`src/hdl/cbo_pkg.sv`:
```
`default_nettype none
// ----------------------------------------------------------------------------
// cbo_pkg
// Shared constants and types of the cloud block overlap cover engine.
// ----------------------------------------------------------------------------
package cbo_pkg;

  // Q1.16 fixed-point one and rounding half.
  localparam logic [16:0] ONE_Q16  = 17'h10000;
  localparam logic [16:0] HALF_Q16 = 17'h08000;

  // Largest number of levels honored in one column.
  localparam int MAX_LEVELS = 256;

  // Queue between the front and the back.
  localparam int QUEUE_DEPTH = 4;
  localparam int QUEUE_AW    = $clog2(QUEUE_DEPTH);
  localparam int QUEUE_CW    = $clog2(QUEUE_DEPTH + 1);

  // Divider operand widths and quotient length.
  localparam int DIV_NW = 34;
  localparam int DIV_DW = 16;
  localparam int DIV_QW = 17;
  localparam int DIV_CW = $clog2(DIV_QW + 1);

  // One scaled level as it travels from the front to the back.
  typedef struct packed {
    logic [16:0] cov;
    logic        last;
  } cbo_word_t;

  // Result of the serial divider.
  typedef struct packed {
    logic              done;
    logic              ovf;
    logic [DIV_QW-1:0] quot;
  } cbo_div_res_t;

endpackage
`default_nettype wire

```
`src/hdl/cloud_block_overlap_cover.sv`:
```
`default_nettype none
// ----------------------------------------------------------------------------
// cloud_block_overlap_cover
// Overlap total cloud cover of one grid column from its resampled levels.
//
//   Channel  Direction  Handshake           Word
//   input    in         in_valid/in_ready   one level of the column
//   result   out        out_valid/out_ready total cover and block count
//   config   in         wr_en               min_cover threshold
//
// The front takes one level at a time, with no new level until the current one
// is pushed; ramp and base divisions share the bit-serial divider, which ends
// at once when a quotient overflows. The back consumes a queued word per cycle
// while idle and closes a column on its top level in its close and emit states.
// A four-word queue lets the front keep working while the result waits. Reset
// is synchronous and clears all control state; no clearing pass.
// ----------------------------------------------------------------------------
module cloud_block_overlap_cover (
  input  wire logic               clk,
  input  wire logic               rst,
  input  wire logic               in_valid,
  output logic                    in_ready,
  input  wire logic [16:0]        level_cover,
  input  wire logic [7:0]         level_index,
  input  wire logic [8:0]         level_count,
  input  wire logic [16:0]        wind_effect,
  input  wire logic signed [14:0] ground_height,
  input  wire logic signed [14:0] cloud_base,
  input  wire logic               last_level,
  output logic                    out_valid,
  input  wire logic               out_ready,
  output logic [16:0]             total_cover,
  output logic [7:0]              block_count,
  input  wire logic               wr_en,
  input  wire logic [17:0]        wr_data
);
  import cbo_pkg::*;

  logic      push;
  logic      pop;
  logic      full;
  logic      empty;
  cbo_word_t push_word;
  cbo_word_t pop_word;

  // Factor and scaled cover per level.
  cbo_front u_front (
    .clk           (clk),
    .rst           (rst),
    .in_valid      (in_valid),
    .in_ready      (in_ready),
    .level_cover   (level_cover),
    .level_index   (level_index),
    .level_count   (level_count),
    .wind_effect   (wind_effect),
    .ground_height (ground_height),
    .cloud_base    (cloud_base),
    .last_level    (last_level),
    .push          (push),
    .push_word     (push_word),
    .full          (full)
  );

  // Decoupling queue.
  cbo_fifo u_fifo (
    .clk       (clk),
    .rst       (rst),
    .push      (push),
    .push_word (push_word),
    .full      (full),
    .pop       (pop),
    .pop_word  (pop_word),
    .empty     (empty)
  );

  // Block tracking and result delivery.
  cbo_back u_back (
    .clk         (clk),
    .rst         (rst),
    .wr_en       (wr_en),
    .wr_data     (wr_data),
    .pop_word    (pop_word),
    .empty       (empty),
    .pop         (pop),
    .out_valid   (out_valid),
    .out_ready   (out_ready),
    .total_cover (total_cover),
    .block_count (block_count)
  );

endmodule
`default_nettype wire

```
`src/hdl/cbo_div.sv`:
```
`default_nettype none
// ----------------------------------------------------------------------------
// cbo_div
// Restoring divider, one quotient bit per cycle. Flags an overflow when the
// quotient does not fit in DIV_QW bits.
// ----------------------------------------------------------------------------
module cbo_div (
  input  wire logic                        clk,
  input  wire logic                        rst,
  input  wire logic                        start,
  input  wire logic [cbo_pkg::DIV_NW-1:0]  num,
  input  wire logic [cbo_pkg::DIV_DW-1:0]  den,
  output cbo_pkg::cbo_div_res_t            res
);
  import cbo_pkg::*;

  logic [DIV_DW-1:0] rem;
  logic [DIV_QW-1:0] low;
  logic [DIV_QW-1:0] quot;
  logic [DIV_DW-1:0] den_r;
  logic [DIV_CW-1:0] cnt;
  logic              busy;
  logic              done;
  logic              ovf;

  logic [DIV_DW:0]   trial;
  logic              take;
  logic              start_ovf;

  // Trial subtraction of one step.
  assign trial     = {rem, low[DIV_QW-1]};
  assign take      = (trial >= {1'b0, den_r});
  assign start_ovf = (num[DIV_NW-1:DIV_QW] >= (DIV_NW-DIV_QW)'(den));

  // Step sequencer and datapath.
  always_ff @(posedge clk) begin
    if (rst) begin
      busy <= 1'b0;
      done <= 1'b0;
      cnt  <= '0;
    end else begin
      done <= 1'b0;
      if (start) begin
        den_r <= den;
        rem   <= num[DIV_QW+DIV_DW-1:DIV_QW];
        low   <= num[DIV_QW-1:0];
        quot  <= '0;
        ovf   <= start_ovf;
        if (start_ovf) begin
          done <= 1'b1;
        end else begin
          busy <= 1'b1;
          cnt  <= DIV_CW'(DIV_QW);
        end
      end else if (busy) begin
        rem  <= take ? DIV_DW'(trial - {1'b0, den_r}) : trial[DIV_DW-1:0];
        low  <= {low[DIV_QW-2:0], 1'b0};
        quot <= {quot[DIV_QW-2:0], take};
        cnt  <= cnt - 1'b1;
        if (cnt == DIV_CW'(1)) begin
          busy <= 1'b0;
          done <= 1'b1;
        end
      end
    end
  end

  assign res.done = done;
  assign res.ovf  = ovf;
  assign res.quot = quot;

endmodule
`default_nettype wire

```
`src/hdl/cbo_front.sv`:
```
`default_nettype none
// ----------------------------------------------------------------------------
// cbo_front
// Accepts one level word, forms the wind factor with its height ramp and
// cloud-base raise, scales the cover and hands the result to the queue.
// ----------------------------------------------------------------------------
module cbo_front (
  input  wire logic               clk,
  input  wire logic               rst,
  input  wire logic               in_valid,
  output logic                    in_ready,
  input  wire logic [16:0]        level_cover,
  input  wire logic [7:0]         level_index,
  input  wire logic [8:0]         level_count,
  input  wire logic [16:0]        wind_effect,
  input  wire logic signed [14:0] ground_height,
  input  wire logic signed [14:0] cloud_base,
  input  wire logic               last_level,
  output logic                    push,
  output cbo_pkg::cbo_word_t      push_word,
  input  wire logic               full
);
  import cbo_pkg::*;

  typedef enum logic [2:0] {
    F_IDLE, F_RAMP, F_DIV1, F_BASE, F_DIV2, F_COV, F_PUSH
  } front_state_t;

  front_state_t       state;
  logic [16:0]        c_r;
  logic [16:0]        w_r;
  logic [8:0]         n_r;
  logic [7:0]         idx_r;
  logic signed [14:0] g_r;
  logic signed [14:0] b_r;
  logic               last_r;
  logic [16:0]        f;
  logic [16:0]        cov;

  logic [8:0]          n_clamp;
  logic [8:0]          den;
  logic                ramp_flat;
  logic                ramp_top;
  logic [24:0]         ramp_prod;
  logic [DIV_NW-1:0]   ramp_num;
  logic                base_on;
  logic [14:0]         base_diff;
  logic [31:0]         base_prod;
  logic [DIV_NW-1:0]   base_num;
  logic                div_start;
  logic [DIV_NW-1:0]   div_num;
  logic [DIV_DW-1:0]   div_den;
  cbo_div_res_t        div_res;
  logic [17:0]         f_sum;
  logic [16:0]         f_div;
  logic [33:0]         cov_full;

  // Level count limited to the supported column height.
  assign n_clamp = (32'(level_count) > MAX_LEVELS) ? 9'(MAX_LEVELS) : level_count;

  // Ramp cases and its division operands.
  assign den       = n_r - 9'd1;
  assign ramp_flat = (n_r <= 9'd1);
  assign ramp_top  = ({1'b0, idx_r} >= den);
  assign ramp_prod = 25'(ONE_Q16 - w_r) * 25'(idx_r);
  assign ramp_num  = DIV_NW'({ramp_prod, 1'b0}) + DIV_NW'(den);

  // Raise below a positive cloud base.
  assign base_on   = (b_r > 15'sd0) && (g_r < b_r);
  assign base_diff = 15'({b_r[14], b_r} - {g_r[14], g_r});
  assign base_prod = 32'(ONE_Q16 - f) * 32'(base_diff);
  assign base_num  = DIV_NW'({base_prod, 1'b0}) + DIV_NW'(b_r);

  // Divider launch in the ramp or base state.
  always_comb begin
    div_start = 1'b0;
    div_num   = ramp_num;
    div_den   = DIV_DW'({den, 1'b0});
    if (state == F_RAMP) begin
      div_start = !ramp_flat && !ramp_top;
    end else if (state == F_BASE) begin
      div_start = base_on;
      div_num   = base_num;
      div_den   = DIV_DW'({b_r, 1'b0});
    end
  end

  cbo_div u_div (
    .clk   (clk),
    .rst   (rst),
    .start (div_start),
    .num   (div_num),
    .den   (div_den),
    .res   (div_res)
  );

  // Adds a quotient to the factor, saturating at one. The ramp adds to the
  // wind value, the base raise to the current factor.
  always_comb begin
    f_sum = (state == F_DIV1) ? (18'(w_r) + 18'(div_res.quot))
                              : (18'(f) + 18'(div_res.quot));
    f_div = (div_res.ovf || f_sum > 18'(ONE_Q16)) ? ONE_Q16 : f_sum[16:0];
  end

  // Scaled cover with round to nearest.
  assign cov_full = 34'(f) * 34'(c_r) + 34'(HALF_Q16);

  // Front sequencer.
  always_ff @(posedge clk) begin
    if (rst) begin
      state <= F_IDLE;
    end else begin
      unique case (state)
        F_IDLE: begin
          if (in_valid) begin
            c_r    <= (level_cover > ONE_Q16) ? ONE_Q16 : level_cover;
            w_r    <= (wind_effect > ONE_Q16) ? ONE_Q16 : wind_effect;
            n_r    <= n_clamp;
            idx_r  <= level_index;
            g_r    <= ground_height;
            b_r    <= cloud_base;
            last_r <= last_level;
            state  <= F_RAMP;
          end
        end
        F_RAMP: begin
          if (ramp_flat) begin
            f     <= w_r;
            state <= F_BASE;
          end else if (ramp_top) begin
            f     <= ONE_Q16;
            state <= F_BASE;
          end else begin
            state <= F_DIV1;
          end
        end
        F_DIV1: begin
          if (div_res.done) begin
            f     <= f_div;
            state <= F_BASE;
          end
        end
        F_BASE: begin
          state <= base_on ? F_DIV2 : F_COV;
        end
        F_DIV2: begin
          if (div_res.done) begin
            f     <= f_div;
            state <= F_COV;
          end
        end
        F_COV: begin
          cov   <= cov_full[32:16];
          state <= F_PUSH;
        end
        F_PUSH: begin
          if (!full) begin
            state <= F_IDLE;
          end
        end
        default: state <= F_IDLE;
      endcase
    end
  end

  assign in_ready       = (state == F_IDLE);
  assign push           = (state == F_PUSH) && !full;
  assign push_word.cov  = cov;
  assign push_word.last = last_r;

endmodule
`default_nettype wire

```
`src/hdl/cbo_fifo.sv`:
```
`default_nettype none
// ----------------------------------------------------------------------------
// cbo_fifo
// Short first-word-fall-through queue between the front and the back.
// ----------------------------------------------------------------------------
module cbo_fifo (
  input  wire logic          clk,
  input  wire logic          rst,
  input  wire logic          push,
  input  cbo_pkg::cbo_word_t push_word,
  output logic               full,
  input  wire logic          pop,
  output cbo_pkg::cbo_word_t pop_word,
  output logic               empty
);
  import cbo_pkg::*;

  cbo_word_t           mem [QUEUE_DEPTH];
  logic [QUEUE_AW-1:0] wr_ptr;
  logic [QUEUE_AW-1:0] rd_ptr;
  logic [QUEUE_CW-1:0] count;

  // Storage writes.
  always_ff @(posedge clk) begin
    if (push) begin
      mem[wr_ptr] <= push_word;
    end
  end

  // Pointers and fill level.
  always_ff @(posedge clk) begin
    if (rst) begin
      wr_ptr <= '0;
      rd_ptr <= '0;
      count  <= '0;
    end else begin
      if (push) begin
        wr_ptr <= (wr_ptr == QUEUE_AW'(QUEUE_DEPTH - 1)) ? '0 : wr_ptr + 1'b1;
      end
      if (pop) begin
        rd_ptr <= (rd_ptr == QUEUE_AW'(QUEUE_DEPTH - 1)) ? '0 : rd_ptr + 1'b1;
      end
      if (push && !pop) begin
        count <= count + 1'b1;
      end else if (pop && !push) begin
        count <= count - 1'b1;
      end
    end
  end

  assign full     = (count == QUEUE_CW'(QUEUE_DEPTH));
  assign empty    = (count == '0);
  assign pop_word = mem[rd_ptr];

endmodule
`default_nettype wire

```
`src/hdl/cbo_back.sv`:
```
`default_nettype none
// ----------------------------------------------------------------------------
// cbo_back
// Tracks cloud blocks over the scaled levels of a column and, on the top
// level, delivers the overlap total cover and the block count.
// ----------------------------------------------------------------------------
module cbo_back (
  input  wire logic          clk,
  input  wire logic          rst,
  input  wire logic          wr_en,
  input  wire logic [17:0]   wr_data,
  input  cbo_pkg::cbo_word_t pop_word,
  input  wire logic          empty,
  output logic               pop,
  output logic               out_valid,
  input  wire logic          out_ready,
  output logic [16:0]        total_cover,
  output logic [7:0]         block_count
);
  import cbo_pkg::*;

  typedef enum logic [1:0] {B_IDLE, B_CLOSE, B_EMIT} back_state_t;

  back_state_t        state;
  logic signed [17:0] min_cover;
  logic               in_cloud;
  logic [16:0]        block_peak;
  logic [16:0]        clear_product;
  logic [7:0]         blocks_seen;

  logic        above;
  logic [33:0] close_full;
  logic        out_free;

  // Threshold test on the scaled cover.
  assign above = ($signed({1'b0, pop_word.cov}) > min_cover);

  // Closing a block folds its complement into the product.
  assign close_full = 34'(clear_product) * 34'(ONE_Q16 - block_peak) + 34'(HALF_Q16);

  assign out_free = !out_valid || out_ready;
  assign pop      = (state == B_IDLE) && !empty;

  // Threshold register.
  always_ff @(posedge clk) begin
    if (rst) begin
      min_cover <= 18'sd6554;
    end else if (wr_en) begin
      min_cover <= wr_data;
    end
  end

  // Block tracker and output register.
  always_ff @(posedge clk) begin
    if (rst) begin
      state         <= B_IDLE;
      in_cloud      <= 1'b0;
      block_peak    <= '0;
      clear_product <= ONE_Q16;
      blocks_seen   <= '0;
      out_valid     <= 1'b0;
    end else begin
      // A taken result word leaves unless a new one replaces it right away.
      if (out_valid && out_ready && state != B_EMIT) begin
        out_valid <= 1'b0;
      end
      unique case (state)
        B_IDLE: begin
          if (!empty) begin
            if (above) begin
              if (!in_cloud) begin
                in_cloud   <= 1'b1;
                block_peak <= pop_word.cov;
                if (blocks_seen != 8'hFF) begin
                  blocks_seen <= blocks_seen + 8'd1;
                end
              end else if (pop_word.cov > block_peak) begin
                block_peak <= pop_word.cov;
              end
            end else if (in_cloud) begin
              clear_product <= close_full[32:16];
              in_cloud      <= 1'b0;
              block_peak    <= '0;
            end
            if (pop_word.last) begin
              state <= B_CLOSE;
            end
          end
        end
        B_CLOSE: begin
          if (in_cloud) begin
            clear_product <= close_full[32:16];
            in_cloud      <= 1'b0;
            block_peak    <= '0;
          end
          state <= B_EMIT;
        end
        B_EMIT: begin
          if (out_free) begin
            out_valid     <= 1'b1;
            total_cover   <= ONE_Q16 - clear_product;
            block_count   <= blocks_seen;
            in_cloud      <= 1'b0;
            block_peak    <= '0;
            clear_product <= ONE_Q16;
            blocks_seen   <= '0;
            state         <= B_IDLE;
          end
        end
        default: state <= B_IDLE;
      endcase
    end
  end

endmodule
`default_nettype wire

```
`config.mk`:
```
export PLATFORM = sky130hd
export DESIGN_NAME = cloud_block_overlap_cover
export DESIGN_NICKNAME = d
export VERILOG_FILES = /design/src/hdl/cbo_pkg.sv /design/src/hdl/cloud_block_overlap_cover.sv /design/src/hdl/cbo_div.sv /design/src/hdl/cbo_front.sv /design/src/hdl/cbo_fifo.sv /design/src/hdl/cbo_back.sv
export SDC_FILE = /design/constraint.sdc
export NUM_CORES = 2
export LEC_CHECK = 0
export ABC_AREA = 1
export BUFFER_PORTS_ARGS = -buffer_cell sky130_fd_sc_hd__buf_2
export CAP_MARGIN = 20
export CORE_MARGIN = 3
export CORE_UTILIZATION = 40
export DETAILED_ROUTE_END_ITERATION = 6
export PLACE_DENSITY = 0.64
export SYNTH_ARGS = -nofsm -noshare
export SYNTH_HDL_FRONTEND = slang
export SYNTH_SLANG_ARGS = --single-unit
```
`constraint.sdc`:
```
create_clock -name clk -period 12.8 [get_ports clk]
set_input_delay 2.56 -clock clk [delete_from_list [all_inputs] [get_ports clk]]
set_output_delay 2.56 -clock clk [all_outputs]
set_load 0.05 [all_outputs]
```
==> reports/qor.csv <==
stage,metric,value,unit
cells_and_area,share of cells above drive strength 1,0.05294,
drt,# DRC,2,
clocking,Max clock buf depth,3,
timing,Worst Tran Pin Value,1.029,ns
yosys,#FFs+latches synth,362,
die,Initial Util,0.4034,
grt,first-pass GRT wire length,257800,µm
drt,DRT iter0 DRCs,3473,
clocking,CTS tree,done,
timing,Final Cycle Share,0.8974,
yosys,synthesized area per cell,8.128,µm²
timing,Sum Neg Setup Slack,0,ns
timing,final hold vios,0,
grt,grt ovf,0,
worst_setup_path,Worst EP arrival,11.97,ns
worst_setup_path,critical path data required time,13.29,ns
hold_path,hold path depth,2,
grt,gr usage total,0.2225,
cells_and_area,# fillers,13950,
hold_path,Hold Path Class,flop to flop,
drt,routed vias,45550,
drt,TritonRoute pass-1 iters,7,
yosys,Post-synth ARST share,0,
timing,Fmax,0.08706,GHz
grt,number of global-route vias before repair,46670,
worst_setup_path,Max Fanout on Critical Path,11,
yosys,yosys warns,0,
timing,final worst path period need,11.49,ns
die,Die X,381.6,µm
worst_setup_path,Worst R2R Setup Slack,1.31,ns
yosys,Most used DFF post-synth,edfxtp_1,
placement,DP Cell Count,8793,
timing,RSZ-0062 raised after global routing,false,
clocking,clock-pin slew on the worst setup and hold paths,0.06,ns
worst_setup_path,R2R depth,47,
cells_and_area,Final nets,8412,
grt,largest net degree at the start of global routing,58,
yosys,"top cells by area, synth","fa_1 32%, edfxtp_1 15%, inv_1 10%",
worst_setup_path,CP endpoint kind,flop,
worst_setup_path,Worst R2R End,u_front.u_div.cnt[3],
run_status,violated checks,design-rule violations,
yosys,Post-synth EDFFs,279,
placement,routability cong.,0.9662,
timing,Setup-failing EPs final,0,
die,die area,0.1456,mm²
timing,Pins Over Slew Limit,0,
yosys,Post-synth top cells,"1533 x inv_1, 1492 x nand2_1, 891 x fa_1",
yosys,most common cell in the synthesized netlist,inv_1,
yosys,Mapped Nets,8385,
clocking,H-Tree Level Count,2,
drt,Antenna Nets Post-Route,0,
drt,WL/cell,18.11,µm
worst_setup_path,worst path bufs/invs,7,
clocking,post-CTS setup buffer count,0,
job,Max-Cap Viols,0,
clocking,# resized after CTS,0,
placement,DPL Wire Length,131600,µm
yosys,largest area contributor in the netlist,fa_1,
drt,Via density,5.126,
yosys,Post-Synthesis Cell Area,0.05643,mm²
placement,IO buf count,131,
yosys,Netlist cell types,75,
worst_setup_path,CP top delay family,adder cells,
worst_setup_path,worst reg2reg startpoint,u_front.b_r[2],
clocking,worst skew pair latency,0.64,ns
worst_setup_path,CP startpoint,u_front.b_r[2],
die,Die Ht,381.6,µm
worst_setup_path,"Largest stage delay, worst path",0.55,ns
timing,hold slack,0.4696,ns
worst_setup_path,CP endpoint,u_front.u_div.cnt[3],
drt,drt total wl,161000,µm
timing,max-slew headroom at the worst pin,0.3086,
yosys,Syn Inst Count,6943,
clocking,CTS Buf Count,48,
die,I/O pin count,132,
cells_and_area,Finished Layout Cells,8885,
clocking,CTS root buffer,clkbuf_16,
die,Core Area,0.1399,mm²
worst_setup_path,CP max stage cell,fa_1,
yosys,Synth top area share,0.3161,
worst_setup_path,Crit path depth,47,
grt,initial antenna violation count,4,
worst_setup_path,worst setup path class,flop to flop,
yosys,sequential area share after synthesis,0.1779,
timing,Clock Skew,0.03322,ns
cells_and_area,Area Growth Syn to Fin,7.366,%
run_status,outcome,finished with violations,
clocking,hold buffers post-CTS,0,
clocking,CTS Sinks,362,
die,row count,137,
worst_setup_path,CP Launch Type,flop,
[worst min-delay path by stage]
stage	from	end	slack (ns)
floorplan	u_back.min_cover[6]	u_back.min_cover[6]	0.44
global placement	u_back.clear_product[15]	u_back.clear_product[15]	0.45
detailed placement	u_back.clear_product[15]	u_back.clear_product[15]	0.46
global route	u_back.clear_product[15]	u_back.clear_product[15]	0.50
finish	u_back.clear_product[15]	u_back.clear_product[15]	0.47
CTS	u_back.clear_product[15]	u_back.clear_product[15]	0.47
[registers in the layout, indices dropped and copies added, names as in the netlist, 9 cells and up, named ones only]
register / count
u_fifo.mem: 72
u_back.min_cover: 18
u_back.block_peak: 17
u_back.clear_product: 17
u_back.total_cover: 17
u_front.c_r: 17
u_front.cov: 17
u_front.f: 17
u_front.u_div.low: 17
u_front.u_div.quot: 17
u_front.w_r: 17
u_front.u_div.rem: 16
u_front.b_r: 15
u_front.g_r: 15
u_front.u_div.den_r: 15
u_front.n_r: 9
[cells in the final DEF (no fill, tap or decap), drive strengths merged, types with 5 or more instances in the layout]
master	synthesis	routed
nand3	198	198
nand2	1514	1514
xnor2	66	66
fa	891	891
o21a	7	7
o211ai	17	17
nor2	620	620
clkbuf	168	68
o221ai	7	7
nor4	20	20
nand3b	7	7
xor2	111	111
o22ai	21	21
nor3	64	64
dfxtp	83	83
nand4	63	63
ha	446	446
o31ai	8	8
a21boi	10	10
buf	51	194
a21oi	308	308
and2	6	6
a31oi	25	25
o21bai	15	15
edfxtp	279	279
a21o	22	22
inv	1549	1555
o21ai	298	298
or2	18	18
a221oi	5	5
clkinv	17	29
[cell type report]
type	instances	area, µm²	area share
clock inverters	22	163.9	0.002705
repair buffers	196	1139	0.01879
clock buffers	66	1361	0.02247
diodes	1	2.502	0.00004130
inverters	1566	5883	0.09710
well taps	1876	2347	0.03874
flip-flops and latches	362	10040	0.1657
multi-input cells	4796	39650	0.6544
[worst register-to-register path: cells and delay by family, from the launching register on]
kind,cells,cell delay (ns)
AO/OA/AOI/OAI,12,2.47
buffers and inverters,7,0.82
AND/OR/NAND/NOR,16,2.80
adder cells (fa/ha/maj),10,4.36
flip-flops,1,0.49
XOR/XNOR,2,0.41
[stage by stage]
stage,util,setup WS (ns),area [µm²]
after floorplan,-,1.459,56430
after global placement,0.4221,1.616,59040
after detailed placement,0.4221,1.466,59040
after CTS,0.4330,1.414,60570
after global routing,0.4331,0.6392,60580
final,0.4332,1.313,60590
[cell families (layout without fill, tap and decap cells)]
family                     count (synthesis)  count (layout)  synth area share
and+or+nand+nor                         2514            2514            0.1831
buffers and inverters                   1785            1850            0.1201
adders and majority gates               1337            1337            0.4150
AOI/OAI and AO/OA                        767             767           0.07601
DFF                                      362             362            0.1779
xor gates and xnor gates                 177             177           0.02774
muxes                                      1               1         0.0001774
other                                      0               1                 0
[routing by layer]
metal	vias to the layer above	wire (µm)	track usage
met4	0	5169	0.06679
met1	22560	71210	0.3114
met5	-	0	0
li1	21320	-	-
met2	1430	73060	0.3560
met3	238	11510	0.03511
Power is not shown: default switching activity piles up to over one toggle a cycle in this logic, so the estimate is an artifact.
